**config.mk**
```make
export PLATFORM = sky130hd
export DESIGN_NAME = s256c_lane
export DESIGN_NICKNAME = d
export VERILOG_FILES = /design/src/rtl/core/s256c_pkg.sv /design/src/rtl/core/s256c_lane.sv
export SDC_FILE = /design/constraint.sdc
export NUM_CORES = 2
export LEC_CHECK = 0
export BUFFER_PORTS_ARGS = -buffer_cell sky130_fd_sc_hd__buf_2
export CAP_MARGIN = 20
export CORE_UTILIZATION = 35
export DETAILED_ROUTE_END_ITERATION = 10
export PLACE_DENSITY = 0.57
export SETUP_SLACK_MARGIN = 0.2
export SLEW_MARGIN = 40
export SYNTH_ARGS = -nofsm -noshare
export SYNTH_HDL_FRONTEND = slang
export SYNTH_SLANG_ARGS = --single-unit
```
**constraint.sdc**
```tcl
create_clock -name i_clk -period 20.9 [get_ports i_clk]
set_input_delay 1.045 -clock i_clk [delete_from_list [all_inputs] [get_ports i_clk]]
set_output_delay 1.045 -clock i_clk [all_outputs]
set_load 0.02 [all_outputs]
```
**src/rtl/core/s256c_pkg.sv**
```systemverilog
`timescale 1ns / 1ps
// ---------------------------------------------------------------------------
// s256c_pkg: shared types and constants for the four-lane sha-256 core
// Round constants, sha-256 helper functions and the command codes.
// ---------------------------------------------------------------------------
package s256c_pkg;

    localparam int IO_LANES      = 4;
    localparam int DEFAULT_LANES = 4;
    localparam int WORD_W        = 32;

    typedef enum logic {
        CMD_CHAIN = 1'b0,
        CMD_MSG   = 1'b1
    } t_cmd;

    typedef logic [WORD_W-1:0] t_word;

    function automatic t_word round_k(input logic [5:0] t);
        t_word k;
        unique case (t)
            6'd0:  k = 32'h428a2f98; 6'd1:  k = 32'h71374491;
            6'd2:  k = 32'hb5c0fbcf; 6'd3:  k = 32'he9b5dba5;
            6'd4:  k = 32'h3956c25b; 6'd5:  k = 32'h59f111f1;
            6'd6:  k = 32'h923f82a4; 6'd7:  k = 32'hab1c5ed5;
            6'd8:  k = 32'hd807aa98; 6'd9:  k = 32'h12835b01;
            6'd10: k = 32'h243185be; 6'd11: k = 32'h550c7dc3;
            6'd12: k = 32'h72be5d74; 6'd13: k = 32'h80deb1fe;
            6'd14: k = 32'h9bdc06a7; 6'd15: k = 32'hc19bf174;
            6'd16: k = 32'he49b69c1; 6'd17: k = 32'hefbe4786;
            6'd18: k = 32'h0fc19dc6; 6'd19: k = 32'h240ca1cc;
            6'd20: k = 32'h2de92c6f; 6'd21: k = 32'h4a7484aa;
            6'd22: k = 32'h5cb0a9dc; 6'd23: k = 32'h76f988da;
            6'd24: k = 32'h983e5152; 6'd25: k = 32'ha831c66d;
            6'd26: k = 32'hb00327c8; 6'd27: k = 32'hbf597fc7;
            6'd28: k = 32'hc6e00bf3; 6'd29: k = 32'hd5a79147;
            6'd30: k = 32'h06ca6351; 6'd31: k = 32'h14292967;
            6'd32: k = 32'h27b70a85; 6'd33: k = 32'h2e1b2138;
            6'd34: k = 32'h4d2c6dfc; 6'd35: k = 32'h53380d13;
            6'd36: k = 32'h650a7354; 6'd37: k = 32'h766a0abb;
            6'd38: k = 32'h81c2c92e; 6'd39: k = 32'h92722c85;
            6'd40: k = 32'ha2bfe8a1; 6'd41: k = 32'ha81a664b;
            6'd42: k = 32'hc24b8b70; 6'd43: k = 32'hc76c51a3;
            6'd44: k = 32'hd192e819; 6'd45: k = 32'hd6990624;
            6'd46: k = 32'hf40e3585; 6'd47: k = 32'h106aa070;
            6'd48: k = 32'h19a4c116; 6'd49: k = 32'h1e376c08;
            6'd50: k = 32'h2748774c; 6'd51: k = 32'h34b0bcb5;
            6'd52: k = 32'h391c0cb3; 6'd53: k = 32'h4ed8aa4a;
            6'd54: k = 32'h5b9cca4f; 6'd55: k = 32'h682e6ff3;
            6'd56: k = 32'h748f82ee; 6'd57: k = 32'h78a5636f;
            6'd58: k = 32'h84c87814; 6'd59: k = 32'h8cc70208;
            6'd60: k = 32'h90befffa; 6'd61: k = 32'ha4506ceb;
            6'd62: k = 32'hbef9a3f7; 6'd63: k = 32'hc67178f2;
            default: k = '0;
        endcase
        return k;
    endfunction

    function automatic t_word rotr(input t_word x, input int n);
        return (x >> n) | (x << (WORD_W - n));
    endfunction

    function automatic t_word sig0(input t_word x);
        return rotr(x, 7) ^ rotr(x, 18) ^ (x >> 3);
    endfunction

    function automatic t_word sig1(input t_word x);
        return rotr(x, 17) ^ rotr(x, 19) ^ (x >> 10);
    endfunction

    function automatic t_word bsig0(input t_word x);
        return rotr(x, 2) ^ rotr(x, 13) ^ rotr(x, 22);
    endfunction

    function automatic t_word bsig1(input t_word x);
        return rotr(x, 6) ^ rotr(x, 11) ^ rotr(x, 25);
    endfunction

endpackage

```
**src/rtl/core/s256c_lane.sv**
```systemverilog
`timescale 1ns / 1ps
// ---------------------------------------------------------------------------
// s256c_lane: one lane of the compression datapath
// Holds the 16-word schedule memory and the chaining-word memory of one lane,
// runs one round per step and folds the working variables back at the end.
// ---------------------------------------------------------------------------
module s256c_lane (
    input  logic                   i_clk,
    input  logic                   i_sched_we,
    input  logic [3:0]             i_sched_waddr,
    input  s256c_pkg::t_word       i_sched_wdata,
    input  logic                   i_chain_we,
    input  logic [2:0]             i_chain_waddr,
    input  s256c_pkg::t_word       i_chain_wdata,
    input  logic                   i_chain_re,
    input  logic [2:0]             i_chain_raddr,
    input  logic                   i_sched_re,
    input  logic [3:0]             i_sched_raddr,
    input  logic                   i_load_var,
    input  logic                   i_round,
    input  logic                   i_expand,
    input  logic [5:0]             i_round_t,
    input  logic                   i_add_var,
    output s256c_pkg::t_word       o_sum
);
    import s256c_pkg::*;

    // schedule memory feeds the window before the rounds and takes the
    // expanded words back during them, so untouched words carry over
    t_word r_sched [16];
    t_word r_chain [8];
    t_word r_sched_rd;
    t_word r_chain_rd;
    t_word r_var [8];
    t_word n_var [8];
    t_word w_t;
    t_word t1;
    t_word t2;

    // the four schedule taps come from registers shadowing the window
    t_word r_win [16];

    always_ff @(posedge i_clk) begin
        if (i_sched_we) begin
            r_sched[i_sched_waddr] <= i_round ? w_t : i_sched_wdata;
        end
        if (i_sched_re) begin
            r_sched_rd <= r_sched[i_sched_raddr];
        end
        if (i_chain_we) begin
            r_chain[i_chain_waddr] <= i_chain_wdata;
        end
        if (i_chain_re) begin
            r_chain_rd <= r_chain[i_chain_raddr];
        end
    end

    always_comb begin
        if (i_expand) begin
            w_t = sig1(r_win[14]) + r_win[9] + sig0(r_win[1]) + r_win[0];
        end else begin
            w_t = r_win[0];
        end
        t1 = r_var[7] + bsig1(r_var[4]) + ((r_var[4] & r_var[5]) ^ (~r_var[4] & r_var[6]))
             + round_k(i_round_t) + w_t;
        t2 = bsig0(r_var[0]) + ((r_var[0] & r_var[1]) ^ (r_var[0] & r_var[2])
             ^ (r_var[1] & r_var[2]));
        n_var[0] = t1 + t2;
        n_var[1] = r_var[0];
        n_var[2] = r_var[1];
        n_var[3] = r_var[2];
        n_var[4] = r_var[3] + t1;
        n_var[5] = r_var[4];
        n_var[6] = r_var[5];
        n_var[7] = r_var[6];
    end

    always_ff @(posedge i_clk) begin
        if (i_load_var) begin
            // shift chaining words in, a first
            for (int j = 0; j < 7; j++) begin
                r_var[j] <= r_var[j+1];
            end
            r_var[7] <= r_chain_rd;
        end else if (i_round) begin
            r_var <= n_var;
        end else if (i_add_var) begin
            for (int j = 0; j < 7; j++) begin
                r_var[j] <= r_var[j+1];
            end
            r_var[7] <= r_var[0];
        end
        if (i_load_var) begin
            // window fills from the schedule memory read in the same sweep
            for (int j = 0; j < 15; j++) begin
                r_win[j] <= r_win[j+1];
            end
            r_win[15] <= r_sched_rd;
        end else if (i_round) begin
            for (int j = 0; j < 15; j++) begin
                r_win[j] <= r_win[j+1];
            end
            r_win[15] <= w_t;
        end
    end

    assign o_sum = r_chain_rd + r_var[0];

endmodule

```
==> results.yml <==
timing:
  fin_crit_ns: 11.22
  skew_ns: 0.0624
  setup_tns_ns: 0
  holdWs_ns: 0.360
  max-slew-margin-rel: 0.388
  setup_viol: 0
  hold_viol: 0
  rsz0062_at_grt: "false"
  fmax_mhz: 89.2
  period_share: 0.537
  worstMarginPinSlew_ns: 0.909
  finalMaxSlewViolations: 0
placed_design:
  place_hpwl_mm: 143
  globalplace.congestion: 0.917
  placed_cell_area_mm2: 0.0810
  io_buffers: 124
die:
  die_w_um: 470
  ios: 125
  core_area_mm2: 0.217
  rows: 171
  dieArea_mm2: 0.221
  start_util: 0.353
  die_h_um: 470
route:
  dr_total_vias: 42500
  wl_per_cell_um: 25.5
  drt-vias-per-instance: 5.23
  dr.pass1.iters: 6
  drtAntennaViolNets: 0
  drcViolationCount: 0
  drt_iter0_drc: 4130
  routed_wl_mm: 207
logic_synthesis:
  synth_area_per_cell_um2: 15.3
  synth_cells: 4988
  synth_cell_type_count: 80
  seq_area_frac_synth: 0.628
  ys_ff_latch: 1600
  yosysWarnings: 0
  ys.flop_type: "edfxtp_1"
  synth_edf_count: 1600
  synth_area_mm2: 0.0766
  synth_nets: 5458
  synthArstFlopShare: 0
clock_network:
  worstSkewPairLatency_ns: 0.84
  cts_tree: "done"
  hold_buffers: 0
  numCtsBuffers: 170
  htreeDepth: 4
  cts.path.max_buffers: 3
  numClockSinks: 1600
  cts-root-buf: "clkbuf_16"
  cts-resized-gates: 0
  clkTransAtPathRegs_ns: 0.06
  post-cts-setup-buffers: 0
min_path:
  hold_path.class: "reg2reg"
final_layout:
  design_area_mm2: 0.0864
  nets: 5610
  area_growth_pct: 12.8
  fillCellCount: 19800
  drive_gt1_frac: 0.190
  final_common_cell: "edfxtp_1"
  final_cell_mix: "edfxtp_1 (1600), inv_1 (422), xnor2_1 (278), mux2_2 (244), mux4_2 (231)"
global_route:
  grt-ovfl-total: 0
  grt_pass1_wl_mm: 299
  grt_pass1_vias: 42200
  track_usage: 0.186
  antenna_found_initial: 11
  grt_max_degree: 136
setup_path:
  slowest_stage: "fa_1"
  cpPeakStageDelay_ns: 0.52
  crit_path_start_kind: "register"
  cp.required_ns: 21.46
  end_kind: "register"
  crit_arrival_ns: 11.77
  crit_type: "reg2reg"
  crit_fanout: 5
status:
  status: "complete, no violations"
job:
  max_cap_viol_count: 0
worst max-delay path, delay by kind of cell (launching register included):
kind / cells / cell delay (ns)
xor gates and xnor gates: 4 / 0.83
DFF: 1 / 0.48
muxes: 1 / 0.13
buffers and inverters: 7 / 0.47
and+or+nand+nor: 8 / 1.27
AOI/OAI and AO/OA: 17 / 4.03
adders and majority gates: 10 / 3.73
metrics by stage:
stage	setup slack [ns]	cells	utilization
global route	8.91	8132	0.398
finish	9.68	8134	0.398
detailed placement	9.79	7822	0.373
CTS	9.69	8130	0.398
global placement	9.90	7821	0.372
floorplan	11.44	4988	-
registers in the layout, indices dropped and copies added, names as in the netlist:
| signal | cells |
|---|---|
| n_var | 192 |
| r_chain | 256 |
| r_chain_rd | 32 |
| r_sched | 512 |
| r_sched_rd | 32 |
| r_var | 64 |
| r_win | 512 |
final timing paths:
kind	end	startpoint	slack (ns)	cells past startpoint
min reg2reg	r_win[0][111]$_DFFE_PP_	r_win[1][15]$_DFFE_PP_	0.36	0
max	n_var[222]$_DFFE_PP_	r_win[0][51]$_DFFE_PP_	9.68	47
max reg2reg	n_var[222]$_DFFE_PP_	r_win[0][51]$_DFFE_PP_	9.68	47
min	r_win[0][111]$_DFFE_PP_	r_win[1][15]$_DFFE_PP_	0.36	0
metal layers:
layer  part of all wire  GRT usage
met2               0.46      0.289
met3              0.057     0.0271
met4              0.039     0.0695
met5            0.00014          0
met1               0.45      0.265
area by class of cell:
cell class / count / area [µm²] / area share
flip-flops and latches: 1600 / 48000 / 0.556
clock inverters: 103 / 963 / 0.0112
clock buffers: 205 / 4430 / 0.0513
inverters: 425 / 1600 / 0.0185
diodes: 4 / 10.0 / 0.000116
repair buffers: 213 / 1410 / 0.0164
well taps: 2854 / 3570 / 0.0413
multi-input cells: 2730 / 26300 / 0.305
logic make-up (layout without fill, tap and decap cells):
logic type,after synthesis,after routing,synth area share
flops,1600,1600,0.628
compound gates,774,774,0.0622
buf+inv,658,946,0.0323
simple gates,614,614,0.0362
mux,563,563,0.115
xor+xnor,398,398,0.0456
fa+ha+maj,381,381,0.0808
other cells,0,4,0
cell usage after synthesis (11+ instances only):
cell,count,area share
o31ai_1,11,0.0011
mux2i_1,87,0.011
o21a_1,16,0.0016
nand4_1,11,0.00090
o21ai_0,228,0.015
a21oi_1,205,0.013
o21ai_1,41,0.0027
edfxtp_1,1600,0.63
nor2b_1,20,0.0016
o211ai_1,22,0.0022
nor3_1,46,0.0030
nand3_1,32,0.0021
nor2_1,181,0.0089
o22ai_1,11,0.00090
buf_1,26,0.0013
a31oi_1,23,0.0019
a211oi_1,23,0.0023
nand2_1,216,0.011
and3_1,15,0.0012
inv_1,422,0.021
o221ai_1,11,0.0013
o21bai_1,18,0.0018
or3_1,16,0.0013
nand2b_1,42,0.0034
xnor2_1,278,0.032
mux4_2,231,0.068
a21o_1,91,0.0089
fa_1,190,0.050
mux2_2,244,0.036
clkbuf_1,207,0.010
ha_1,187,0.031
xor2_1,119,0.014
Power is left out: the tool's default activity adds up to more than one toggle a clock period on the data nets, which glitch-free logic cannot reach.
