**src/rtl/core/s256c_pkg.sv**
```systemverilog
`timescale 1ns / 1ps
// ---------------------------------------------------------------------------
// s256c_pkg: shared types and constants for the four-lane sha-256 core
// Round constants, sha-256 helper functions and the command codes.
// ---------------------------------------------------------------------------
package s256c_pkg;

    localparam int IO_LANES      = 4;
    localparam int DEFAULT_LANES = 4;
    localparam int WORD_W        = 32;

    typedef enum logic {
        CMD_CHAIN = 1'b0,
        CMD_MSG   = 1'b1
    } t_cmd;

    typedef logic [WORD_W-1:0] t_word;

    function automatic t_word round_k(input logic [5:0] t);
        t_word k;
        unique case (t)
            6'd0:  k = 32'h428a2f98; 6'd1:  k = 32'h71374491;
            6'd2:  k = 32'hb5c0fbcf; 6'd3:  k = 32'he9b5dba5;
            6'd4:  k = 32'h3956c25b; 6'd5:  k = 32'h59f111f1;
            6'd6:  k = 32'h923f82a4; 6'd7:  k = 32'hab1c5ed5;
            6'd8:  k = 32'hd807aa98; 6'd9:  k = 32'h12835b01;
            6'd10: k = 32'h243185be; 6'd11: k = 32'h550c7dc3;
            6'd12: k = 32'h72be5d74; 6'd13: k = 32'h80deb1fe;
            6'd14: k = 32'h9bdc06a7; 6'd15: k = 32'hc19bf174;
            6'd16: k = 32'he49b69c1; 6'd17: k = 32'hefbe4786;
            6'd18: k = 32'h0fc19dc6; 6'd19: k = 32'h240ca1cc;
            6'd20: k = 32'h2de92c6f; 6'd21: k = 32'h4a7484aa;
            6'd22: k = 32'h5cb0a9dc; 6'd23: k = 32'h76f988da;
            6'd24: k = 32'h983e5152; 6'd25: k = 32'ha831c66d;
            6'd26: k = 32'hb00327c8; 6'd27: k = 32'hbf597fc7;
            6'd28: k = 32'hc6e00bf3; 6'd29: k = 32'hd5a79147;
            6'd30: k = 32'h06ca6351; 6'd31: k = 32'h14292967;
            6'd32: k = 32'h27b70a85; 6'd33: k = 32'h2e1b2138;
            6'd34: k = 32'h4d2c6dfc; 6'd35: k = 32'h53380d13;
            6'd36: k = 32'h650a7354; 6'd37: k = 32'h766a0abb;
            6'd38: k = 32'h81c2c92e; 6'd39: k = 32'h92722c85;
            6'd40: k = 32'ha2bfe8a1; 6'd41: k = 32'ha81a664b;
            6'd42: k = 32'hc24b8b70; 6'd43: k = 32'hc76c51a3;
            6'd44: k = 32'hd192e819; 6'd45: k = 32'hd6990624;
            6'd46: k = 32'hf40e3585; 6'd47: k = 32'h106aa070;
            6'd48: k = 32'h19a4c116; 6'd49: k = 32'h1e376c08;
            6'd50: k = 32'h2748774c; 6'd51: k = 32'h34b0bcb5;
            6'd52: k = 32'h391c0cb3; 6'd53: k = 32'h4ed8aa4a;
            6'd54: k = 32'h5b9cca4f; 6'd55: k = 32'h682e6ff3;
            6'd56: k = 32'h748f82ee; 6'd57: k = 32'h78a5636f;
            6'd58: k = 32'h84c87814; 6'd59: k = 32'h8cc70208;
            6'd60: k = 32'h90befffa; 6'd61: k = 32'ha4506ceb;
            6'd62: k = 32'hbef9a3f7; 6'd63: k = 32'hc67178f2;
            default: k = '0;
        endcase
        return k;
    endfunction

    function automatic t_word rotr(input t_word x, input int n);
        return (x >> n) | (x << (WORD_W - n));
    endfunction

    function automatic t_word sig0(input t_word x);
        return rotr(x, 7) ^ rotr(x, 18) ^ (x >> 3);
    endfunction

    function automatic t_word sig1(input t_word x);
        return rotr(x, 17) ^ rotr(x, 19) ^ (x >> 10);
    endfunction

    function automatic t_word bsig0(input t_word x);
        return rotr(x, 2) ^ rotr(x, 13) ^ rotr(x, 22);
    endfunction

    function automatic t_word bsig1(input t_word x);
        return rotr(x, 6) ^ rotr(x, 11) ^ rotr(x, 25);
    endfunction

endpackage

```
**src/rtl/core/s256c_ctrl.sv**
```systemverilog
`timescale 1ns / 1ps
// ---------------------------------------------------------------------------
// s256c_ctrl: sequencer of the compression core
// Loads chaining and schedule words, steps 64 rounds and writes back the
// eight chaining words while handing them to the output register.
// ---------------------------------------------------------------------------
module s256c_ctrl (
    input  logic        i_clk,
    input  logic        i_rst_n,
    input  logic        i_in_valid,
    input  logic        i_command,
    input  logic [3:0]  i_word_index,
    output logic        o_in_stall,
    input  logic        i_out_free,
    output logic        o_sched_we,
    output logic [3:0]  o_sched_waddr,
    output logic        o_chain_we,
    output logic [2:0]  o_chain_waddr,
    output logic        o_chain_in_sel,
    output logic        o_chain_re,
    output logic [2:0]  o_chain_raddr,
    output logic        o_sched_re,
    output logic [3:0]  o_sched_raddr,
    output logic        o_load_var,
    output logic        o_round,
    output logic        o_expand,
    output logic [5:0]  o_round_t,
    output logic        o_add_var,
    output logic        o_emit
);
    import s256c_pkg::*;

    typedef enum logic [4:0] {
        ST_IDLE  = 5'b00001,
        ST_LOAD  = 5'b00010,
        ST_ROUND = 5'b00100,
        ST_FOLD  = 5'b01000,
        ST_EMIT  = 5'b10000
    } t_state;

    t_state      r_state, n_state;
    logic [4:0]  r_cnt, n_cnt;
    logic [5:0]  r_t, n_t;
    logic        acc;

    assign o_in_stall = (r_state != ST_IDLE);
    assign acc        = i_in_valid && (r_state == ST_IDLE);

    always_comb begin
        n_state        = r_state;
        n_cnt          = r_cnt;
        n_t            = r_t;
        o_sched_we     = 1'b0;
        o_sched_waddr  = i_word_index;
        o_chain_we     = 1'b0;
        o_chain_waddr  = i_word_index[2:0];
        o_chain_in_sel = 1'b0;
        o_chain_re     = 1'b0;
        o_chain_raddr  = r_cnt[2:0];
        o_sched_re     = 1'b0;
        o_sched_raddr  = r_cnt[3:0];
        o_load_var     = 1'b0;
        o_round        = 1'b0;
        o_expand       = (r_t[5:4] != 2'd0);
        o_round_t      = r_t;
        o_add_var      = 1'b0;
        o_emit         = 1'b0;
        unique case (r_state)
            ST_IDLE: begin
                if (acc) begin
                    if (t_cmd'(i_command) == CMD_CHAIN) begin
                        o_chain_we = !i_word_index[3];
                    end else begin
                        o_sched_we = 1'b1;
                        if (i_word_index == 4'd15) begin
                            n_state = ST_LOAD;
                            n_cnt   = '0;
                        end
                    end
                end
            end
            ST_LOAD: begin
                // read address r_cnt; the registered read data is loaded at cnt 1..16
                o_chain_re = 1'b1;
                o_sched_re = 1'b1;
                o_load_var = (r_cnt != 5'd0);
                o_chain_raddr = r_cnt[2:0];
                if (r_cnt != 5'd0 && r_cnt <= 5'd8) begin
                    o_load_var = 1'b1;
                end
                n_cnt = r_cnt + 5'd1;
                if (r_cnt == 5'd16) begin
                    n_state = ST_ROUND;
                    n_t     = '0;
                end
            end
            ST_ROUND: begin
                o_round = 1'b1;
                // expanded words go back in place for the next block
                o_sched_we    = o_expand;
                o_sched_waddr = r_t[3:0];
                n_t     = r_t + 6'd1;
                if (r_t == 6'd63) begin
                    n_state = ST_FOLD;
                    n_cnt   = '0;
                end
            end
            ST_FOLD: begin
                o_chain_re    = 1'b1;
                o_chain_raddr = r_cnt[2:0];
                n_state       = ST_EMIT;
            end
            default: begin
                // chain word r_cnt is read, add working var, write back, emit
                if (i_out_free) begin
                    o_chain_we     = 1'b1;
                    o_chain_waddr  = r_cnt[2:0];
                    o_chain_in_sel = 1'b1;
                    o_add_var      = 1'b1;
                    o_emit         = 1'b1;
                    n_cnt          = r_cnt + 5'd1;
                    if (r_cnt[2:0] == 3'd7) begin
                        n_state = ST_IDLE;
                    end else begin
                        n_state = ST_FOLD;
                    end
                end
            end
        endcase
    end

    always_ff @(posedge i_clk) begin
        if (!i_rst_n) begin
            r_state <= ST_IDLE;
            r_cnt   <= '0;
            r_t     <= '0;
        end else begin
            r_state <= n_state;
            r_cnt   <= n_cnt;
            r_t     <= n_t;
        end
    end

endmodule

```
**config.mk**
```make
export PLATFORM = sky130hd
export DESIGN_NAME = s256c_ctrl
export DESIGN_NICKNAME = d
export VERILOG_FILES = /design/src/rtl/core/s256c_pkg.sv /design/src/rtl/core/s256c_ctrl.sv
export SDC_FILE = /design/constraint.sdc
export NUM_CORES = 1
export LEC_CHECK = 0
export CORE_ASPECT_RATIO = 0.75
export CORE_MARGIN = 10
export CORE_UTILIZATION = 35
export DETAILED_ROUTE_END_ITERATION = 10
export DONT_BUFFER_PORTS = 1
export PLACE_DENSITY = 0.5
export SLEW_MARGIN = 25
export SYNTH_ARGS = -nofsm -noshare
export SYNTH_HDL_FRONTEND = slang
export SYNTH_SLANG_ARGS = --single-unit
export TNS_END_PERCENT = 50
```
**constraint.sdc**
```tcl
create_clock -name i_clk -period 1.91 [get_ports i_clk]
set_clock_uncertainty 0.2 [all_clocks]
set_input_delay 0.382 -clock i_clk [delete_from_list [all_inputs] [get_ports i_clk]]
set_output_delay 0.382 -clock i_clk [all_outputs]
set_load 0.05 [all_outputs]
```
==> metrics.cfg <==
[critical_path]
reg2reg_to=r_state[3]$_SDFFE_PN0P_
crit_family=simple AND/OR/NAND/NOR gates
critical_path.max_fanout=7
worstPathArrival_ps=1630
crit_path_frequent_cell=nand3_4
r2r_slack_ps=-70
cp-end-kind=output pin
max_stage_delay_ps=400
crit_path_start_kind=flop
cp_cell_sequence=buf_4 > nor2_8 > nand3_4 > nand3_4 > mux2_4
reg2regPathDepth=8
cp_slowest_cell=mux2_4
required_ps=1330
critPathBufInv=1
r2r_start=r_state[1]$_SDFFE_PN0P_
worstSetupPathType=flop to output pin

[logic_synthesis]
syn_area_per_cell_sq_um=8.03
yosysMostFrequentCell=nand2_1
async_reset_ff_share_pct=0
yosys_warnings=0
synthTopCellsByArea=dfxtp_1 26%, nand2_1 8.0%, buf_4 6.2%, ha_1 4.1%, nor2_1 3.1%
syn_area_sq_um=1220
syn_nets=165
synth_top_area_share_pct=26.3
synth_area_leader_cell=dfxtp_1
yosys.cell_types.count=49
synth_common_cells=26 x nand2_1, 16 x dfxtp_1, 10 x buf_4, 10 x nor2_1, 6 x o21ai_0
synth-main-ff-cell=dfxtp_1
syn_inst=152
synth-seq-area-share_pct=26.3
yosys_register_bits=16
synth_edf_count=0

[clock_tree]
clk_root_buffer_cell=clkbuf_8
path_clk_slew_ps=70
cts_buffer_depth=2
cts_tree=built
clk_latency_ps=260
h-tree-depth=1
numCtsBuffers=3
cts_sinks=16
ctsHoldBuffers=0

[run_status]
violations=setup timing
status=finished with violations

[drt]
drtIter0Drc=59
wire_per_inst_microns=17.8
drt_wl_total_mm=4.26
wl_met2_mm=2.21
vias=1299
wl_met1_mm=1.80
drcViolationCount=0
wl_met3_microns=225
viasPerCell=5.41
postRouteAntennaNets=0
dr.pass1.iters=4
topRoutingLayerUsed=met4

[die]
core_sq_um=3310
die_y_microns=71.1
pin_count=40
rows=18
initial_utilization_pct=36.8
die-area_sq_um=6270
chipWidth_microns=88.2

[grt]
antenna_found_initial=0
grt-ovfl-total=0
grt_max_degree=13
grt_pass1_wl_mm=6.56
track_usage_pct=12.9
first_global_vias=1282

[power_and_ir_drop]
seqPwrFrac_pct=16.3
peakVddDrop_v=0.000490
clkPwrFrac_pct=12.1
internal-power_mw=1.38
p_leak_nw=0.857
powerDensity_nw_per_um2=1290
switching_share_pct=46.5
power_frac_comb_pct=71.6
p_sw_mw=1.20
total_power_mw=2.58

[timing]
fin_hold_ws_ps=68.9
setup_viol=25
min_period_ps=2210
min_period_over_period_pct=116
hold_viol_final=0
setup_slack_ps=-302
worst_pin_slew_ps=398
finalMaxSlewViolations=0
fmax_ghz=0.452
timing.slew.headroom_pct=73.4
grt_setup_unrepaired=yes

[cells_and_area]
nets=214
n_antenna_cell=0
nFillCells=269
drive_above_1_share_pct=55.0
synthToLayoutAreaGrowth_pct=63.8
post-route-util_pct=60.4

[run]
max_cap_viol_count=0

[min_path]
worstHoldStart=i_rst_n
whs_endpoint=r_state[1]$_SDFFE_PN0P_
hold_path_class=input pin to flop
min_path_cells=2

[placement]
preCtsSetupSlack_ps=-104
dpl.hpwl_mm=3.27
place_congestion=0.895
io_buffer_count=0

==> worst max-delay path by stage <==
stage | from | cells after the start | to | slack [ps]
detailed placement | r_state[0]$_SDFFE_PN1P_ | 6 | o_chain_we | -100
CTS | r_state[0]$_SDFFE_PN1P_ | 4 | o_chain_waddr[2] | -330
finish | r_state[1]$_SDFFE_PN0P_ | 5 | o_chain_waddr[2] | -300
global route | r_state[1]$_SDFFE_PN0P_ | 5 | o_chain_waddr[2] | -350
floorplan | r_state[3]$_SDFFE_PN0P_ | 6 | o_chain_we | -170
global placement | r_state[0]$_SDFFE_PN1P_ | 6 | o_chain_we | -80
==> flip-flops by register name (all words and copies together), names as in the netlist <==
name	flops
o_round_t	6
r_cnt	5
r_state	5
==> through the flow <==
step	setup TNS, ps	std cells	cell area (sq um)
4_1_cts	-3500	233	1830
6_report	-3230	240	2000
3_5_place_dp	-444	227	1730
2_1_floorplan	-1090	152	1290
5_1_grt	-5140	240	2000
3_3_place_gp	-266	227	1730
==> kinds of logic after synthesis <==
logic type / Yosys count / share of synthesized area (%)
buf+inv: 23 / 12.2
compound gates: 32 / 19.4
mux: 3 / 2.56
xor+xnor: 5 / 4.21
flops: 16 / 26.3
simple gates: 69 / 31.3
fa+ha+maj: 4 / 4.10
==> worst register-to-register path, delay by kind of cell, from the launching register on <==
kind | cells | cell delay, ps
and+or+nand+nor | 2 | 260
AOI/OAI and AO/OA | 2 | 410
buffers and inverters | 3 | 450
muxes | 1 | 210
DFF | 1 | 360
==> metal layers <==
layer | GRT usage [%] | vias up
li1 | - | 630
met5 | 0 | -
met4 | 3.13 | 0
met3 | 3.55 | 4
met1 | 15.8 | 643
met2 | 21.8 | 22
==> repair_timing <==
item / CTS / global route
pin swaps: 4 / 15
endpoints found under the setup margin: 18 / 32
resized for setup: 8 / 35
setup buffers: 2 / 7
==> final cells by class <==
type	instances	area, sq um	share of cell area (%)
clock buffers	4	55.1	2.76
inverters	7	33.8	1.69
multi-input cells	113	892	44.6
flip-flops and latches	16	342	17.1
well taps	40	50.0	2.50
repair buffers	60	626	31.3
==> power by group through the flow <==
stage / logic, mW / registers [mW] / clock network (mW)
2_1_floorplan: 1.13 / 0.401 / 0
3_3_place_gp: 1.58 / 0.410 / 0
3_5_place_dp: 1.60 / 0.412 / 0
4_1_cts: 1.65 / 0.408 / 0.322
5_1_grt: 1.96 / 0.426 / 0.339
6_report: 1.85 / 0.422 / 0.312
==> layout by cell type, fill, tap and decap left out, types with 5 or more instances in the layout <==
master / count
nand2_2: 6
nand2_1: 20
buf_4: 40
nor2_1: 9
buf_6: 8
nand3_1: 5
o21ai_0: 6
dfxtp_1: 7
a21oi_1: 5
nand4_1: 5
buf_12: 11
dfxtp_2: 5
(Power assumes the default switching activity.)
